## src/rtl/wsts_pkg.sv

```systemverilog
// Package for the weighted sum-tree sampler: widths, action and error codes,
// step-unit structs and tree index helpers. No dependencies.
`default_nettype none

package wsts_pkg;

    localparam int MAX_NODES   = 1024;
    localparam int IDX_W       = $clog2(MAX_NODES);
    localparam int CNT_W       = IDX_W + 1;
    localparam int WEIGHT_BITS = 32;
    localparam int FRAC_W      = 32;
    localparam int TOT_W       = 42;
    localparam int HI_W        = TOT_W - FRAC_W;
    localparam int PROD_W      = 2 * FRAC_W;

    localparam logic [1:0] ACT_APPEND = 2'd0;
    localparam logic [1:0] ACT_SET    = 2'd1;
    localparam logic [1:0] ACT_SAMPLE = 2'd2;

    localparam logic [1:0] ERR_OK    = 2'd0;
    localparam logic [1:0] ERR_FULL  = 2'd1;
    localparam logic [1:0] ERR_INDEX = 2'd2;
    localparam logic [1:0] ERR_ZERO  = 2'd3;

    typedef struct packed {
        logic [TOT_W-1:0]       w;
        logic [WEIGHT_BITS-1:0] wt;
        logic [TOT_W-1:0]       tl;
        logic [TOT_W-1:0]       tr;
    } t_step_in;

    typedef struct packed {
        logic             pick;
        logic             left;
        logic [TOT_W-1:0] w_next;
        logic [TOT_W-1:0] sum;
    } t_step_out;

    function automatic logic [CNT_W-1:0] f_left(input logic [IDX_W-1:0] idx);
        f_left = {idx, 1'b1};
    endfunction

    function automatic logic [CNT_W:0] f_right(input logic [IDX_W-1:0] idx);
        f_right = {1'b0, idx, 1'b0} + (CNT_W+1)'(2);
    endfunction

endpackage

`default_nettype wire

```

## src/rtl/wsts_step.sv

```systemverilog
// Shared tree step unit: subtree total for a refresh level, and the
// compare/subtract decision for one descent level. Uses wsts_pkg.
`default_nettype none

module wsts_step (
    input  wire wsts_pkg::t_step_in  i_step,
    output      wsts_pkg::t_step_out o_step
);

    logic [wsts_pkg::TOT_W-1:0] wt_ext;
    logic [wsts_pkg::TOT_W-1:0] d1;

    always_comb begin
        wt_ext        = {{(wsts_pkg::TOT_W-wsts_pkg::WEIGHT_BITS){1'b0}}, i_step.wt};
        d1            = i_step.w - wt_ext;
        o_step.sum    = wt_ext + i_step.tl + i_step.tr;
        o_step.pick   = i_step.w < wt_ext;
        o_step.left   = d1 < i_step.tl;
        o_step.w_next = o_step.left ? d1 : d1 - i_step.tl;
    end

endmodule

`default_nettype wire

```

## config.mk

```make
export PLATFORM = sky130hd
export DESIGN_NAME = wsts_step
export DESIGN_NICKNAME = d
export VERILOG_FILES = /design/src/rtl/wsts_pkg.sv /design/src/rtl/wsts_step.sv
export SDC_FILE = /design/constraint.sdc
export NUM_CORES = 1
export LEC_CHECK = 0
export ABC_CLOCK_PERIOD_IN_PS = 6500
export BUFFER_PORTS_ARGS = -buffer_cell sky130_fd_sc_hd__buf_2
export CORE_UTILIZATION = 55
export DETAILED_ROUTE_END_ITERATION = 6
export GPL_TIMING_DRIVEN = 0
export PLACE_DENSITY = 0.85
export SYNTH_ARGS = -nofsm -noshare
export SYNTH_HDL_FRONTEND = slang
export SYNTH_SLANG_ARGS = --single-unit
```

## constraint.sdc

```tcl
create_clock -name vclk -period 6.5
set_input_delay 0.65 -clock vclk [all_inputs]
set_output_delay 0.65 -clock vclk [all_outputs]
set_load 0.03 [all_outputs]
```

; ---- Word-level counts from Yosys, hierarchy flattened
; Cells that the tools add are included.
[classes]
n_addsub = 4
n_mul = 0
n_div = 0
magnitude_cmp = 2
eq_ne = 0
n_shift = 0
muxes = 1
bitwise = 0
reduce_logical = 0
[op_table]
columns = cell, n
row1 = adder 32 x 42 -> 42 bit, 1
row2 = adder 42 bit, 1
row3 = < comparator 42 x 32 -> 1 bit, 1
row4 = < comparator 42 bit, 1
row5 = two-way mux 42 bit, 1
row6 = subtractor 42 x 32 -> 42 bit, 1
row7 = subtractor 42 bit, 1
[word_totals]
ff_bits = 0
latch_bits = 0
ramBits = 0
romBits = 0
in_bits = 158
word_cells = 7
mem_count = 0

; ---- Depth between registers and ports, before layout
; Gate-level depths: netlist of the first run.
[logic_depth]
word_depth = 3
ltp_mapped = 25
mapped_depth_nobuf = 23

; ---- Least setup slack after synthesis of the first run
; Ideal clock, no wire load.
[synth_timing]
path_kind = input port to output port
startpoint = in i_step[101] in the netlist's numbering
endpoint = out o_step[59] in the netlist's numbering
arrival_ns = 5.337
required_time_ns = 5.850
setup_slack_ns = 0.513
path_stages = 24
path_buffers = 4
cell_sequence = inv_1 ha_1 buf_6 a21o_1 a21o_1 a21o_1 a311o_1 or3_1 o2111ai_2 nand3_4 nor3_2 xor2_1 ha_1 clkbuf_1 a21o_1 a21o_1 a21o_1 a21oi_1 nor2_1 a211oi_1 o31ai_4 buf_4 buf_4 a21oi_1
[synth_lines]
columns = element, line_no
row1 = start: declaration, wsts_step.sv:6  ; input wire wsts_pkg::t_step_in i_step,
row2 = end: declaration, wsts_step.sv:7  ; output wsts_pkg::t_step_out o_step

==> results by group, run 1 <==
Synth
  • Most common cell in the netlist: ha_1
  • Area leader, netlist: ha_1
  • Syn Std Cell Area: 0.00764 mm2
  • Post-synthesis instance total: 1056
  • Yosys top cell area share: 0.201
  • Synth top area cells: ha_1 20%, fa_1 9.2%, xnor2_1 8.7%, a21oi_1 7.5%, a21o_1 6.6%
  • Synth cell types: 69
  • Mapped Nets: 1372
  • Sequential area share after synthesis: 0
  • Post-synth top cells: 123 x ha_1, 114 x a21oi_1, 105 x inv_1, 81 x nor2_1, 76 x xnor2_1
  • Ys Warns: 0
  • Syn Area/Cell: 7.23 um2

Die
  • Chip width: 120 um
  • Die Area: 0.0144 mm2
  • Initial Utilization: 0.570
  • Row cnt: 42
  • I/O pin total: 244
  • Core Region: 0.0134 mm2
  • Die height: 120 um

STA
  • Fmax: 160 MHz
  • Final min period: 6.26 ns
  • Final worst slack: 0.235 ns
  • Worst-Margin Slew: 0.754 ns
  • Final hold viol count: 0
  • Final setup fails: 0
  • Fin crit share: 0.964
  • Final slew viol count: 0
  • Max-slew headroom: 0.493

Cells and area
  • Post-route cell area: 0.00926 mm2
  • Non-Filler Instances: 1473
  • Syn-to-layout area delta: 21.2%
  • Diode count: 0
  • Area of the multi-input gates: 0.00722 mm2
  • Reg area: 0 um2
  • Nets@finish: 1615
  • Fillers: 1158
  • Share of layout cells above drive strength 1: 0.231
  • Num sequential: 0
  • Clock buf count: 0

Worst hold path
  • Hold Crit Class: input pin to primary output
  • Worst hold stages: 3

Routing
  • Initial DRC Count: 594
  • Met1 wire length: 9760 um
  • Final wirelength: 23000 um
  • Highest metal used: met4
  • Final ANT Viol Nets: 0
  • Post-route DRC: 0
  • Vias: 8631
  • WL met2: 11000 um
  • Via density: 5.86
  • WL/cell: 15.6 um
  • Met3 wire length: 1810 um
  • Detailed-router iteration count before antenna repair: 5

Setup path
  • Worst setup SP type: input pin
  • Worst EP arrival: 5.61 ns
  • Req. time, crit path: 5.85 ns
  • Critical path peak fanout: 8
  • Crit. End Element: primary output
  • Worst Setup Path Type: input pin to primary output

Placement
  • Inst Count DP: 1476
  • Placed instance area: 0.00908 mm2
  • DP HPWL: 19700 um
  • IO buf count: 244
  • DP Worst Slack: -0.404 ns
  • Routability congestion estimate: 0.917

GRT
  • Number of global-route vias before repair: 8132
  • Initial antenna violation count: 0
  • Global Route Usage Sum: 0.308
  • Largest net degree at the start of global routing: 11
  • First-pass GRT wire length: 36800 um
  • Grt total ovfl: 0

Power
  • Peak supply drop: 0.183 mV
  • Design Power: 2.16 mW
  • Power Dens Cells: 233 mW/mm2
  • P_leak: 4.79 nW

Outcome
  • Outcome: finished clean

Clock tree
  • Hold buffer count at CTS: 0

Run
  • Max-cap violations: 0
==> power breakdown <==
| group | switching [mW] | internal [mW] |
|---|---|---|
| logic | 1.38 | 0.779 |
| clock network | 0 | 0 |
| registers | 0 | 0 |
==> routing by layer <==
| layer | track usage | vias up |
|---|---|---|
| li1 | - | 4299 |
| met1 | 0.394 | 3947 |
| met2 | 0.564 | 355 |
| met3 | 0.0295 | 30 |
| met4 | 0.0469 | 0 |
| met5 | 0 | - |
==> cell type report <==
type / count / area share
Timing Repair Buffer: 249 / 0.137
Multi-Input combinational cell: 912 / 0.780
Tap cell: 176 / 0.0238
Buffer: 30 / 0.0161
Inverter: 106 / 0.0430
==> metrics by stage <==
stage               setup TNS (ns)   util  hold WS, ns
finish                           0  0.691         1.62
CTS                        -0.0273  0.682         1.62
global route                -0.103  0.691         1.63
floorplan                        0      -         1.41
global placement            -12.53  0.678         1.60
detailed placement          -13.97  0.678         1.62
==> repair_timing <==
| item | in CTS | in global routing |
|---|---|---|
| buffers inserted | 2 | 3 |
| resized for setup | 11 | 33 |
| cloned | 0 | 0 |
| pin swaps | 2 | 9 |
| endpoints found under the setup margin | 43 | 43 |
==> path summary, 6_finish.rpt <==
| path | from | end | slack [ns] |
|---|---|---|---|
| min | i_step[157] | o_step[85] | 1.62 |
| max | i_step[85] | o_step[46] | 0.24 |
==> logic make-up after synthesis <==
| group | count (synthesis) | share of synthesized area |
|---|---|---|
| AO/OA/AOI/OAI | 347 | 0.295 |
| multiplexers | 23 | 0.0336 |
| AND/OR/NAND/NOR | 270 | 0.174 |
| buffers and inverters | 144 | 0.0737 |
| adder cells (fa/ha/maj) | 158 | 0.293 |
| XOR/XNOR | 114 | 0.131 |
==> critical path, cell delays in order <==
cell	delay, ns
buf_2	0.13
inv_1	0.05
ha_1	0.27
nor2b_1	0.14
o31a_1	0.28
a21oi_2	0.25
o2111ai_2	0.24
o211ai_1	0.40
a21oi_2	0.12
o21ai_2	0.22
nand3b_1	0.15
xnor2_2	0.19
ha_2	0.36
a21o_1	0.18
a21o_1	0.17
a21o_1	0.18
a21o_1	0.18
a21oi_1	0.15
nor2_1	0.07
a211oi_2	0.26
o31ai_4	0.16
buf_4	0.16
buf_4	0.13
mux2_1	0.32
buf_2	0.19
==> placed cells by master (no fill, tap or decap), drive strengths merged, types with 9 or more instances in the layout <==
cell type,n
nand2b,12
nor2b,16
nand4,21
nand2,58
xor2,38
ha,123
xnor2,76
a211oi,17
buf,255
o21a,11
o21bai,9
nand3,29
a21o,67
inv,106
and3,9
clkbuf,24
nor3,19
fa,35
a31oi,16
mux2,21
nor2,81
o21ai,57
a21oi,115
Power figures use the tool's default switching activity.
==> run 2, diff against run 1 <==
==> config.mk (replaced) <==
export PLATFORM = sky130hd
export DESIGN_NAME = wsts_step
export DESIGN_NICKNAME = d
export VERILOG_FILES = /design/src/rtl/wsts_pkg.sv /design/src/rtl/wsts_step.sv
export SDC_FILE = /design/constraint.sdc
export NUM_CORES = 1
export LEC_CHECK = 0
export ABC_CLOCK_PERIOD_IN_PS = 5100
export CORE_UTILIZATION = 62
export DETAILED_ROUTE_END_ITERATION = 6
export DONT_BUFFER_PORTS = 1
export GPL_TIMING_DRIVEN = 0
export PLACE_DENSITY = 0.81
export SYNTH_ARGS = -nofsm -noshare
export SYNTH_HDL_FRONTEND = slang
export SYNTH_SLANG_ARGS = --single-unit
==> constraint.sdc (replaced) <==
create_clock -name vclk -period 5.1
set_input_delay 0.51 -clock vclk [all_inputs]
set_output_delay 0.51 -clock vclk [all_outputs]
set_load 0.03 [all_outputs]
==> run 2 against run 1 <==
Against the previous run:
- the run now ends with setup timing left
- cell area increased by 0.39%
- wire length is 6.1% higher
- hold slack got worse by 0.48 ns
- utilization rose by 8.3 points
- die area shrank 11%
==> results by group, run 2 (synthesis gave the netlist of run 1 again) <==
Outcome
  • Outcome: finished, violations left
  • Violated checks: setup timing

Setup path
  • Worst Setup Path Type: input pin to primary output
  • Critical path peak fanout: 6 (-2)
  • Worst setup SP type: input pin
  • Req. time, crit path: 4.59 ns (-1.26 ns)
  • Cell mode on critical path: a21o_1
  • Worst EP arrival: 5.01 ns (-0.60 ns)
  • Cells along the critical path: ha_4, nor2b_4, o31a_1, a21oi_2, o2111ai_2, o211ai_1, buf_4, a21oi_4, o21ai_2, nand3b_1, xnor2_2, ha_4, a21o_1, a21o_1, a21o_1, a21o_1, a21oi_1, nor2_1, a211oi_2, o31ai_4, buf_6, buf_12, buf_6, mux2_4
  • Max incr delay on CP: 0.34 ns (-0.06 ns)
  • Crit. End Element: primary output
  • Slowest CP cell: mux2_4

STA
  • Final hold viol count: 0 (unchanged)
  • Final setup fails: 43 (+43)
  • Final min period: 5.52 ns
  • Total negative setup slack: -15.02 ns (-15.02 ns)
  • Fin crit share: 1.08
  • Worst-Margin Slew: 0.984 ns (+0.230 ns)
  • Min Hold Slack: 1.14 ns (-0.477 ns)
  • Fmax: 181 MHz
  • Final slew viol count: 0 (unchanged)
  • Max-slew headroom: 0.343 (-0.151)
  • Final worst slack: -0.417 ns (-0.652 ns)
  • RSZ-0062 raised after global routing: true

Placement
  • Routability congestion estimate: 0.966 (+5.3%)
  • DP HPWL: 18000 um (-8.4%)
  • IO buf count: 0 (-100%)

Power
  • Peak supply drop: 0.209 mV (+14%)
  • P_leak: 4.29 nW (-10%)
  • Power Dens Cells: 311 mW/mm2 (+33%)

GRT
  • Largest net degree at the start of global routing: 11 (unchanged)
  • Initial antenna violation count: 0 (unchanged)
  • Global Route Usage Sum: 0.346 (+0.0378)
  • Grt total ovfl: 0 (unchanged)
  • Number of global-route vias before repair: 7817 (-3.9%)
  • First-pass GRT wire length: 36700 um (-0.41%)

Routing
  • Via density: 6.68 (+14%)
  • Detailed-router iteration count before antenna repair: 6 (+1)
  • WL/cell: 19.7 um (+26%)
  • Final ANT Viol Nets: 0 (unchanged)
  • Vias: 8286 (-4.0%)
  • Final wirelength: 24400 um (+6.1%)
  • Initial DRC Count: 709 (+19%)
  • Post-route DRC: 0 (unchanged)

Die
  • Die height: 113 um (-5.7%)
  • Row cnt: 40 (-4.8%)
  • Chip width: 113 um (-5.7%)
  • I/O pin total: 244 (unchanged)
  • Core Region: 0.0120 mm2 (-10%)
  • Initial Utilization: 0.636 (+0.0659)
  • Die Area: 0.0128 mm2 (-11%)

Cells and area
  • Most frequent cells in the layout: 101 x inv_1, 99 x ha_1, 84 x a21oi_1, 76 x nor2_1, 71 x xnor2_1
  • Num sequential: 0 (unchanged)
  • Diode count: 0 (unchanged)
  • Commonest non-fill, non-tap cell in the layout: inv_1
  • Share of layout cells above drive strength 1: 0.186 (-0.0448)
  • Clock buf count: 0 (unchanged)
  • Nets@finish: 1412 (-13%)
  • Syn-to-layout area delta: 21.7%
  • Reg area: 0 um2 (unchanged)

Worst hold path
  • Hold Crit Class: input pin to primary output

Run
  • Max-cap violations: 0 (unchanged)
-- run 2: stage by stage --
| step | setup slack [ns] | instance area, um2 | total power, mW | instances | utilization |
|---|---|---|---|---|---|
| floorplan | -0.196 | 7980 | 2.18 | 1056 | - |
| global placement | -1.20 | 8160 | 2.50 | 1203 | 0.679 |
| detailed placement | -1.15 | 8160 | 2.52 | 1203 | 0.679 |
| CTS | -0.263 | 8890 | 2.71 | 1224 | 0.740 |
| global route | -0.541 | 9290 | 3.07 | 1241 | 0.774 |
| finish | -0.417 | 9290 | 2.89 | 1241 | 0.774 |
-- run 2: layer usage --
layer,vias up,track usage,routed length [um]
met5,-,0,0
met4,0,0.0956,750
met3,77,0.0525,2050
met2,470,0.627,11800
met1,3858,0.424,9820
li1,3881,-,-
-- run 2: final timing paths --
kind                        start    endpoint  slack [ns]  cells after the start
worst max-delay path  i_step[117]  o_step[78]       -0.42                     24
worst min-delay path  i_step[157]  o_step[85]        1.14                      1
-- run 2: what timing repair did --
item | in CTS | in global routing
gates cloned | 3 | 3
hold buffers | 0 | 0
setup endpoints to repair | 43 | 43
pin swaps | 64 | 32
setup buffers | 33 | 16
resized for setup | 111 | 49
-- run 2: cell type report --
class              count  area [um2]
fillers              860        2720
well taps            147         184
inverters            106         428
repair buffers        55         548
plain buffers         21         175
multi-input cells    912        7960
-- run 2: report_power, final --
part / leakage, nW / switching (mW) / internal, mW
Combinational: 4.29 / 1.85 / 1.04
Sequential: 0 / 0 / 0
Clock: 0 / 0 / 0
Total: 4.29 / 1.85 / 1.04
-- run 2: critical path: cells and delay by family --
| family | cells | cell delay, ns |
|---|---|---|
| and+or+nand+nor | 3 | 0.36 |
| buffers and inverters | 4 | 0.56 |
| muxes | 1 | 0.34 |
| AOI/OAI and AO/OA | 13 | 2.50 |
| adders and majority gates | 2 | 0.45 |
| xor gates and xnor gates | 1 | 0.26 |
